[src/hdl/cbor42_pkg.sv]
`timescale 1ns / 1ps
`default_nettype none
// ----------------------------------------------------------------------------
// cbor42_pkg
// Types and constants for the tag-42 link parser: parse phases, status codes
// and the CBOR byte values that the header check compares against.
// ----------------------------------------------------------------------------
package cbor42_pkg;

    localparam int unsigned COUNT_W = 8;

    localparam logic [7:0] TAG0_BYTE       = 8'hD8;
    localparam logic [7:0] TAG1_BYTE       = 8'h2A;
    localparam logic [7:0] MAJOR_MASK      = 8'hE0;
    localparam logic [7:0] MAJOR_BSTR      = 8'h40;
    localparam logic [7:0] INFO_MASK       = 8'h1F;
    localparam logic [7:0] INFO_LEN8       = 8'd24;
    localparam logic [7:0] PREFIX_IDENTITY = 8'h00;
    localparam logic [7:0] CID_LEN_MAX     = 8'd100;
    localparam logic [7:0] CAPACITY_RESET  = 8'd100;
    localparam logic [7:0] MIN_LINK_BYTES  = 8'd4;

    typedef enum logic [7:0] {
        PH_TAG0   = 8'b0000_0001,
        PH_TAG1   = 8'b0000_0010,
        PH_HDR    = 8'b0000_0100,
        PH_LEN    = 8'b0000_1000,
        PH_PREFIX = 8'b0001_0000,
        PH_CID    = 8'b0010_0000,
        PH_TRAIL  = 8'b0100_0000,
        PH_ERR    = 8'b1000_0000
    } phase_t;

    typedef enum logic [3:0] {
        ST_OK        = 4'd0,
        ST_SHORT     = 4'd1,
        ST_TAG0      = 4'd2,
        ST_TAG1      = 4'd3,
        ST_NOT_BSTR  = 4'd4,
        ST_LEN_FORM  = 4'd5,
        ST_TRUNCATED = 4'd6,
        ST_PREFIX    = 4'd7,
        ST_CID_LEN   = 4'd8,
        ST_CAPACITY  = 4'd9
    } status_t;

    typedef struct packed {
        logic       cid_byte_valid;
        logic [7:0] cid_byte;
        logic       done_res;
        status_t    status;
        logic [6:0] cid_length;
    } result_t;

endpackage : cbor42_pkg
`default_nettype wire

[src/hdl/cbor_tag42_link_parser_core.sv]
`timescale 1ns / 1ps
`default_nettype none
// ----------------------------------------------------------------------------
// cbor_tag42_link_parser_core
// Streaming decoder for a tag-42 CID link: checks tag, byte-string header and
// multibase prefix, forwards CID bytes and reports status on the last byte.
// ----------------------------------------------------------------------------
//  channel | signals                                    | role
//  --------+--------------------------------------------+-----------------------
//  in      | in_valid, in_ready, link_byte, is_last     | one link byte/transfer
//  out     | out_valid, out_ready, cid_byte_valid,      | CID byte and/or final
//          | cid_byte, done_res, status, cid_length     | status per transfer
//  cfg     | cfg_valid, cfg_ready, cfg_data             | cid_capacity write
//
//  One byte per cycle while in_ready is high. Taking a byte updates the parse
//  state and registers its result in the head entry, or the skid while held.
//  A two-entry output queue (head plus skid) keeps in_ready independent of
//  out_ready; in_ready drops only while the skid entry is occupied.
//  Reset clears the parse state and sets cid_capacity to 100; cfg_ready is
//  always high.
// ----------------------------------------------------------------------------
module cbor_tag42_link_parser_core #(
    parameter int unsigned MAX_LINK_BYTES = 255
) (
    input  wire                   clk,
    input  wire                   rst_n,
    // input bytes
    input  wire                   in_valid,
    output logic                  in_ready,
    input  wire  [7:0]            link_byte,
    input  wire                   is_last,
    // results
    output logic                  out_valid,
    input  wire                   out_ready,
    output logic                  cid_byte_valid,
    output logic [7:0]            cid_byte,
    output logic                  done_res,
    output cbor42_pkg::status_t   status,
    output logic [6:0]            cid_length,
    // configuration
    input  wire                   cfg_valid,
    output logic                  cfg_ready,
    input  wire  [7:0]            cfg_data
);
    import cbor42_pkg::*;

    localparam logic [COUNT_W-1:0] MAX_COUNT = COUNT_W'(MAX_LINK_BYTES);

    logic [7:0]         capacity_reg;
    phase_t             phase_reg, phase_next;
    logic [COUNT_W-1:0] count_reg, count_next;
    logic [7:0]         pay_len_reg, pay_len_next;
    logic [7:0]         pay_seen_reg, pay_seen_next;
    status_t            err_reg, err_next;

    logic               head_valid_reg, skid_valid_reg;
    result_t            head_reg, skid_reg;

    logic               in_xfer, out_xfer, push, emit;
    logic [7:0]         info, cid_len;
    status_t            fin_status;
    result_t            res;

    assign cfg_ready = 1'b1;
    assign in_ready  = !skid_valid_reg;
    assign in_xfer   = in_valid && in_ready;
    assign out_valid = head_valid_reg;
    assign out_xfer  = head_valid_reg && out_ready;

    assign cid_byte_valid = head_reg.cid_byte_valid;
    assign cid_byte       = head_reg.cid_byte;
    assign done_res       = head_reg.done_res;
    assign status         = head_reg.status;
    assign cid_length     = head_reg.cid_length;

    assign info = link_byte & INFO_MASK;

    // advance the parse state by one byte, until MAX_COUNT bytes are counted
    always_comb
    begin
        phase_next    = phase_reg;
        count_next    = count_reg;
        pay_len_next  = pay_len_reg;
        pay_seen_next = pay_seen_reg;
        err_next      = err_reg;
        emit          = 1'b0;
        if (count_reg < MAX_COUNT)
        begin
            count_next = count_reg + 1'b1;
            unique case (phase_reg)
                PH_TAG0:
                begin
                    if (link_byte != TAG0_BYTE)
                    begin
                        err_next   = ST_TAG0;
                        phase_next = PH_ERR;
                    end
                    else
                        phase_next = PH_TAG1;
                end
                PH_TAG1:
                begin
                    if (link_byte != TAG1_BYTE)
                    begin
                        err_next   = ST_TAG1;
                        phase_next = PH_ERR;
                    end
                    else
                        phase_next = PH_HDR;
                end
                PH_HDR:
                begin
                    priority if ((link_byte & MAJOR_MASK) != MAJOR_BSTR)
                    begin
                        err_next   = ST_NOT_BSTR;
                        phase_next = PH_ERR;
                    end
                    else if (info < INFO_LEN8)
                    begin
                        pay_len_next = info;
                        phase_next   = (info == 8'd0) ? PH_TRAIL : PH_PREFIX;
                    end
                    else if (info == INFO_LEN8)
                        phase_next = PH_LEN;
                    else
                    begin
                        err_next   = ST_LEN_FORM;
                        phase_next = PH_ERR;
                    end
                end
                PH_LEN:
                begin
                    pay_len_next = link_byte;
                    phase_next   = (link_byte == 8'd0) ? PH_TRAIL : PH_PREFIX;
                end
                PH_PREFIX:
                begin
                    pay_seen_next = 8'd1;
                    if (link_byte != PREFIX_IDENTITY)
                        err_next = ST_PREFIX;
                    phase_next = (pay_len_reg > 8'd1) ? PH_CID : PH_TRAIL;
                end
                PH_CID:
                begin
                    pay_seen_next = pay_seen_reg + 8'd1;
                    emit          = 1'b1;
                    if (pay_seen_next >= pay_len_reg)
                        phase_next = PH_TRAIL;
                end
                PH_TRAIL, PH_ERR:
                begin
                end
                default:
                begin
                end
            endcase
        end
    end

    // final status, from the state after this byte
    assign cid_len = pay_len_next - 8'd1;

    always_comb
    begin
        priority if (count_next < MIN_LINK_BYTES)
            fin_status = ST_SHORT;
        else if (err_next == ST_TAG0 || err_next == ST_TAG1 ||
                 err_next == ST_NOT_BSTR || err_next == ST_LEN_FORM)
            fin_status = err_next;
        else if (pay_seen_next < pay_len_next)
            fin_status = ST_TRUNCATED;
        else if (pay_len_next == 8'd0)
            fin_status = ST_CID_LEN;
        else if (err_next == ST_PREFIX)
            fin_status = ST_PREFIX;
        else if (cid_len == 8'd0 || cid_len > CID_LEN_MAX)
            fin_status = ST_CID_LEN;
        else if (capacity_reg < cid_len)
            fin_status = ST_CAPACITY;
        else
            fin_status = ST_OK;
    end

    always_comb
    begin
        res.cid_byte_valid = emit;
        res.cid_byte       = emit ? link_byte : 8'd0;
        res.done_res       = is_last;
        res.status         = is_last ? fin_status : ST_OK;
        res.cid_length     = (is_last && fin_status == ST_OK) ? cid_len[6:0] : 7'd0;
    end

    assign push = in_xfer && (emit || is_last);

    // parse state and configuration
    always_ff @(posedge clk or negedge rst_n)
    begin
        if (!rst_n)
        begin
            capacity_reg <= CAPACITY_RESET;
            phase_reg    <= PH_TAG0;
            count_reg    <= '0;
            pay_len_reg  <= 8'd0;
            pay_seen_reg <= 8'd0;
            err_reg      <= ST_OK;
        end
        else
        begin
            if (cfg_valid && cfg_ready)
                capacity_reg <= cfg_data;
            if (in_xfer)
            begin
                if (is_last)
                begin
                    // link ends: drop all per-link state
                    phase_reg    <= PH_TAG0;
                    count_reg    <= '0;
                    pay_len_reg  <= 8'd0;
                    pay_seen_reg <= 8'd0;
                    err_reg      <= ST_OK;
                end
                else
                begin
                    phase_reg    <= phase_next;
                    count_reg    <= count_next;
                    pay_len_reg  <= pay_len_next;
                    pay_seen_reg <= pay_seen_next;
                    err_reg      <= err_next;
                end
            end
        end
    end

    // output queue control
    always_ff @(posedge clk or negedge rst_n)
    begin
        if (!rst_n)
        begin
            head_valid_reg <= 1'b0;
            skid_valid_reg <= 1'b0;
        end
        else
        begin
            priority if (!head_valid_reg)
                head_valid_reg <= push;
            else if (out_xfer)
            begin
                head_valid_reg <= skid_valid_reg || push;
                skid_valid_reg <= 1'b0;
            end
            else if (push)
                skid_valid_reg <= 1'b1;
        end
    end

    // output queue payload
    always_ff @(posedge clk)
    begin
        priority if (!head_valid_reg || (out_xfer && !skid_valid_reg))
        begin
            if (push)
                head_reg <= res;
        end
        else if (out_xfer)
            head_reg <= skid_reg;
        else if (push)
            skid_reg <= res;
    end

endmodule : cbor_tag42_link_parser_core
`default_nettype wire

[config.mk]
export PLATFORM = sky130hd
export DESIGN_NAME = cbor_tag42_link_parser_core
export DESIGN_NICKNAME = d
export VERILOG_FILES = /design/src/hdl/cbor42_pkg.sv /design/src/hdl/cbor_tag42_link_parser_core.sv
export SDC_FILE = /design/constraint.sdc
export NUM_CORES = 1
export LEC_CHECK = 0
export BUFFER_PORTS_ARGS = -buffer_cell sky130_fd_sc_hd__buf_4
export CAP_MARGIN = 20
export CORE_MARGIN = 10
export CORE_UTILIZATION = 42
export CTS_CLUSTER_DIAMETER = 30
export DETAILED_ROUTE_END_ITERATION = 16
export HOLD_SLACK_MARGIN = 0.15
export PLACE_DENSITY = 0.61
export SLEW_MARGIN = 20
export SYNTH_ARGS = -nofsm -noshare
export SYNTH_HDL_FRONTEND = slang
export SYNTH_SLANG_ARGS = --single-unit
[constraint.sdc]
create_clock -name clk -period 5.4 [get_ports clk]
set_input_delay 1.08 -clock clk [delete_from_list [all_inputs] [get_ports clk]]
set_output_delay 1.08 -clock clk [all_outputs]
set_load 0.02 [all_outputs]
Word level (Yosys, flattened, before mapping)
Index checks and enable logic that the tools add are counted.

cells by class
  equal/unequal tests = 17
  bitwise gates (word level) = 2
  order comparisons = 8
  reduce and logical (&&, ||, !) cells = 28
  mux-type cells = 50
  add/subtract/negate cells = 3

operators with widths
  kind                                                                              count
  8-bit two-way mux                                                                 17
  4-bit two-way mux                                                                 16
  21-bit two-way mux                                                                3
  8-bit one-hot mux with 6 select lines                                             1
  8-bit logical NOT                                                                 4
  8-bit one-hot mux with 2 select lines                                             2
  7-bit two-way mux                                                                 4
  8-bit by 1-bit adder with 8-bit output (second input constant)                    2
  8-bit < comparator                                                                2
  4-bit one-hot mux with 4 select lines                                             1
  4-bit by 3-bit == test with 1-bit output (second input constant)                  3
  4-bit by 2-bit == test with 1-bit output (second input constant)                  2
  8-bit by 1-bit == test with 1-bit output (second input constant)                  1
  8-bit by 2-bit == test with 1-bit output (second input constant)                  1
  8-bit by 3-bit == test with 1-bit output (second input constant)                  1
  8-bit by 4-bit == test with 1-bit output (second input constant)                  1
  8-bit by 5-bit == test with 1-bit output (second input constant)                  1
  8-bit by 6-bit == test with 1-bit output (second input constant)                  1
  8-bit >= comparator                                                               1
  8-bit by 1-bit greater-than comparator with 1-bit output (second input constant)  1
  8-bit by 7-bit greater-than comparator with 1-bit output (second input constant)  1
  8-bit by 3-bit < comparator with 1-bit output (second input constant)             1
  8-bit < comparator (second input constant)                                        1
  8-bit by 6-bit inequality test with 1-bit output (second input constant)          1
  19 further kinds                                                                  39

word-level totals
  output and inout bits = 24
  bits in registers = 88
  logic and storage cells = 126
  bits of input ports = 22

Logic depth before layout (Yosys ltp)
  depth in word-level cells = 19
  gate-level depth with buffers = 21
  depth with buffers taken out = 20

Worst setup path after synthesis
No wires, ideal clock.

  kind = input to register
  from = in link_byte[7]
  to = reg head_reg, in the netlist status[3] (data pin)
  required time = 5.140 ns
  library setup time = 0.260 ns
  stages = 17
  path buffers = 1
  arrival = 5.054 ns
  path slack = 0.086 ns
  path through = or3b_1 buf_6 o31ai_4 nand3_4 mux2i_1 ha_1 nand2_1 mux2_2 or4_1 nand2_1 ha_1 nand4_1 or2_2 o311a_1 or3b_1 and2_1 mux2_2

RTL lines
  element               RTL line                            RTL
  start, declared       cbor_tag42_link_parser_core.sv:30   input wire [7:0] link_byte,
  end signal, assigned  cbor_tag42_link_parser_core.sv:262  head_reg <= res;
  end signal, assigned  cbor_tag42_link_parser_core.sv:265  head_reg <= skid_reg;
  end, declared         cbor_tag42_link_parser_core.sv:57   result_t head_reg, skid_reg;

==> results.tsv <==
stage	metric	value	unit
timing	slew_headroom	35.9	%
power	p_sw_share	34.4	%
grt	grt_usage	17.1	%
cells_and_area	final_cell_area	0.00663	mm2
clock_network	cts-resized-gates	0	
floorplanning	core_area	0.0132	mm2
run_status	status	complete, no violations	
synthesis	synth-simple-area-share	20.1	%
timing	fin_tns_setup	0	ns
synthesis	syn_nets	624	
clock_network	cts_setup_buffers	0	
grt	globalRouteOverflowTotal	0	
timing	setup_violations	0	
synthesis	synth_top_family_by_area	compound AO/OA/AOI/OAI gates	
synthesis	syn_area_per_cell	9.81	um2
synthesis	yosysWarningCount	0	
timing	finalMaxSlewViolations	0	
timing	finalClockSkew	0.00950	ns
grt	grt_max_degree	47	
drt	drt-pass1-iter-count	5	
setup_path	critPathLaunchType	input pin	
drt	drtAntennaViolNets	0	
synthesis	synthArstFlopShare	52.3	%
setup_path	rr_endpoint	status[3]	
drt	vias	4870	
synthesis	syn_inst	576	
floorplanning	die_y	136	um
power	p_seq_share	40.4	%
drt	drc	0	
synthesis	synth_cell_types	76	
placed_design	dpl_cell_area	0.00632	mm2
placed_design	gp_congestion	0.890	
clock_network	postCtsHoldBufs	0	
setup_path	crit_fanout	5	
synthesis	ys.flop_type	edfxtp_1	
clock_network	cts_tree	yes	
setup_path	crit_path_top_delay_cell	or3b_1	
setup_path	cp-end-kind	register	
cells_and_area	drive_gt1_share	22.3	%
power	power_frac_comb	29.9	%
synthesis	synth_area	0.00565	mm2
floorplanning	die_area	0.0185	mm2
power	worst_ir_drop_vdd	0.000182	V
power	leakage	2.80	nW
drt	wire_per_inst	19.0	um
setup_path	worstSetupPathType	in -> reg	
min_path	hold_path_end	err_reg[3]	
power	switchingPower	0.753	mW
drt	viasPerCell	5.95	
synthesis	ys_ff_latch	88	
synthesis	ys_top_cells_by_count	nand2_1 (60), dfrtp_1 (42), edfxtp_1 (42)	
setup_path	cp.required	5.51	ns
flow_run	cap_violations	0	
timing	finalCritPeriodShare	94.6	%
floorplanning	fp-row-count	42	
min_path	min_path_type	reg -> reg	
floorplanning	start_util	42.8	%
clock_network	clk_latency	0.35	ns
clock_network	root_buffer	clkbuf_16	
setup_path	r2r_cells	17	
power	power_density	330	mW/mm2
synthesis	ys_top_cells_by_area	edfxtp_1 (22%), dfrtp_1 (19%), ha_1 (5.8%)	
cells_and_area	antenna_cells	0	
drt	drt_iter0_drc	433	
clock_network	cts_buffers	9	
placed_design	post-place-ws	-0.117	ns
synthesis	synth.area.mux_share	4.92	%
setup_path	r2r_slack	0.66	ns
cells_and_area	syn_to_final_growth	17.4	%
timing	finalWorstSetupSlack	0.291	ns
grt	grt_pass1_wl	25.3	mm
clock_network	clockBufferDepth	2	
grt	antenna_found_initial	0	
timing	tightest_slew	0.962	ns
power	clkPwrFrac	29.7	%
placed_design	dp_hpwl	11.8	mm
timing	rsz0062_at_grt	no	
min_path	hp-start	err_reg[3]	
grt	grt_pass1_vias	4750	
cells_and_area	nNetsFinal	685	
setup_path	critical_path.top_delay_family	simple AND/OR/NAND/NOR gates	
synthesis	synth_edf_count	42	
synthesis	yosys.cell_count.top_type	nand2_1	
synthesis	synth_compound_area_share	20.8	%
floorplanning	ios	46	
timing	hold_viol	0	
synthesis	yosys.area_share.adder	5.93	%
drt	wl	15.6	mm
min_path	min_path_cells	1	
setup_path	rr_startpoint	count_reg[0]	
clock_network	clkTransAtPathRegs	0.07	ns
synthesis	synth_top_cell_by_area	edfxtp_1	
timing	period_needed	5.11	ns
synthesis	synth_top_area_share	22.3	%
placed_design	portBuffers	44	
synthesis	yosysSeqAreaShare	42.8	%
setup_path	critPathBufInv	2	
setup_path	slowest_delay	0.49	ns
setup_path	crit_chain	buf_4 > or3b_1 > o31a_1 > o31ai_2 > nand2_1 > inv_1 > ha_1 > nand2b_1 > mux2_2 > or4_1 > nand2_1 > ha_1 > nand4_1 > or2_2 > o311a_1 > or3b_1 > and2_1 > mux2_2	
setup_path	cp.arrival	5.22	ns
clock_network	cts_sinks	88	
cells_and_area	largest_register_ffs	21	
timing	hold_slack	0.497	ns
timing	max_freq	0.196	GHz
clock_network	h-tree-depth	3	
power	p_int	1.44	mW
floorplanning	die_x	136	um
synthesis	synth_xor_xnor_area_share	2.02	%
-- how the worst max path moves through the flow --
| stage | start | end | depth (start not counted) |
|---|---|---|---|
| after detailed placement | link_byte[7] | status[3] | 18 |
| after CTS | link_byte[7] | status[3] | 18 |
| after global placement | link_byte[7] | status[3] | 18 |
| after floorplan | link_byte[7] | status[3] | 17 |
| final | link_byte[7] | status[3] | 18 |
| after global routing | link_byte[7] | cid_length[3] | 18 |
-- cell families (layout without fill, tap and decap cells) --
kind of cell / after synthesis / in the layout
compound gates: 164 / 164
xor+xnor: 13 / 13
fa+ha+maj: 27 / 27
buf+inv: 44 / 110
flops: 88 / 88
mux: 25 / 25
other cells: 1 / 1
simple gates: 214 / 214
-- per-stage QoR --
step / utilization, % / power, mW / std cells
after CTS: 50.2 / 2.21 / 818
after global routing: 50.3 / 2.31 / 818
after floorplan: - / 1.31 / 576
after detailed placement: 47.9 / 1.56 / 802
after global placement: 47.9 / 1.55 / 802
final: 50.3 / 2.19 / 818
-- per-layer routing --
metal | up-vias | GRT usage (%) | routed length (um)
li1 | 2307 | - | -
met1 | 2396 | 22.6 | 7090
met2 | 151 | 27.0 | 7260
met3 | 16 | 3.80 | 975
met4 | 0 | 5.86 | 245
met5 | - | 0 | 0
-- cells in the final DEF (no fill, tap or decap), types with 4 or more instances in the layout --
master	Yosys	final
a21o_1	10	10
a21oi_1	22	21
a22o_1	12	12
a22oi_1	4	4
a31o_2	4	4
a31oi_1	8	8
and2_1	12	12
and3_1	10	10
buf_4	1	75
clkbuf_16	0	9
dfrtp_1	42	42
dfstp_2	4	4
edfxtp_1	42	42
ha_1	26	26
inv_1	18	18
mux2_2	22	22
nand2_1	60	60
nand2b_1	10	10
nand3_1	23	23
nand4_1	8	8
nand4b_1	4	4
nor2_1	31	31
nor2b_1	10	10
nor3_1	10	10
nor4_1	6	6
o211ai_1	6	6
o21ai_0	30	30
o22ai_1	12	12
o31ai_1	12	11
o31ai_2	3	4
o41ai_1	4	4
or2_2	4	4
or3_1	7	7
or4_1	4	4
xnor2_1	7	7
xor2_1	6	6
-- worst register-to-register path: cells and delay by family, from the launching register on --
kind	cells	cell delay, ns
flip-flops	1	0.42
AND/OR/NAND/NOR	10	2.38
adder cells (fa/ha/maj)	3	0.75
AO/OA/AOI/OAI	1	0.14
multiplexers	3	0.81
-- power groups by stage --
stage | Sequential, mW | Clock (mW) | Combinational, mW
after floorplan | 0.956 | 0 | 0.356
after global placement | 0.898 | 0 | 0.650
after detailed placement | 0.901 | 0 | 0.656
after CTS | 0.888 | 0.660 | 0.658
after global routing | 0.900 | 0.689 | 0.725
final | 0.886 | 0.650 | 0.656
-- layout make-up --
type,count,area [um2]
multi-input combinational,444,3060
sequential,88,2420
inverter,19,71.3
clock buffer,9,225
timing repair buffer,75,563
tap,176,220
fill,1203,6560
clock inverter,7,78.8
Power figures use the tool's default switching activity.
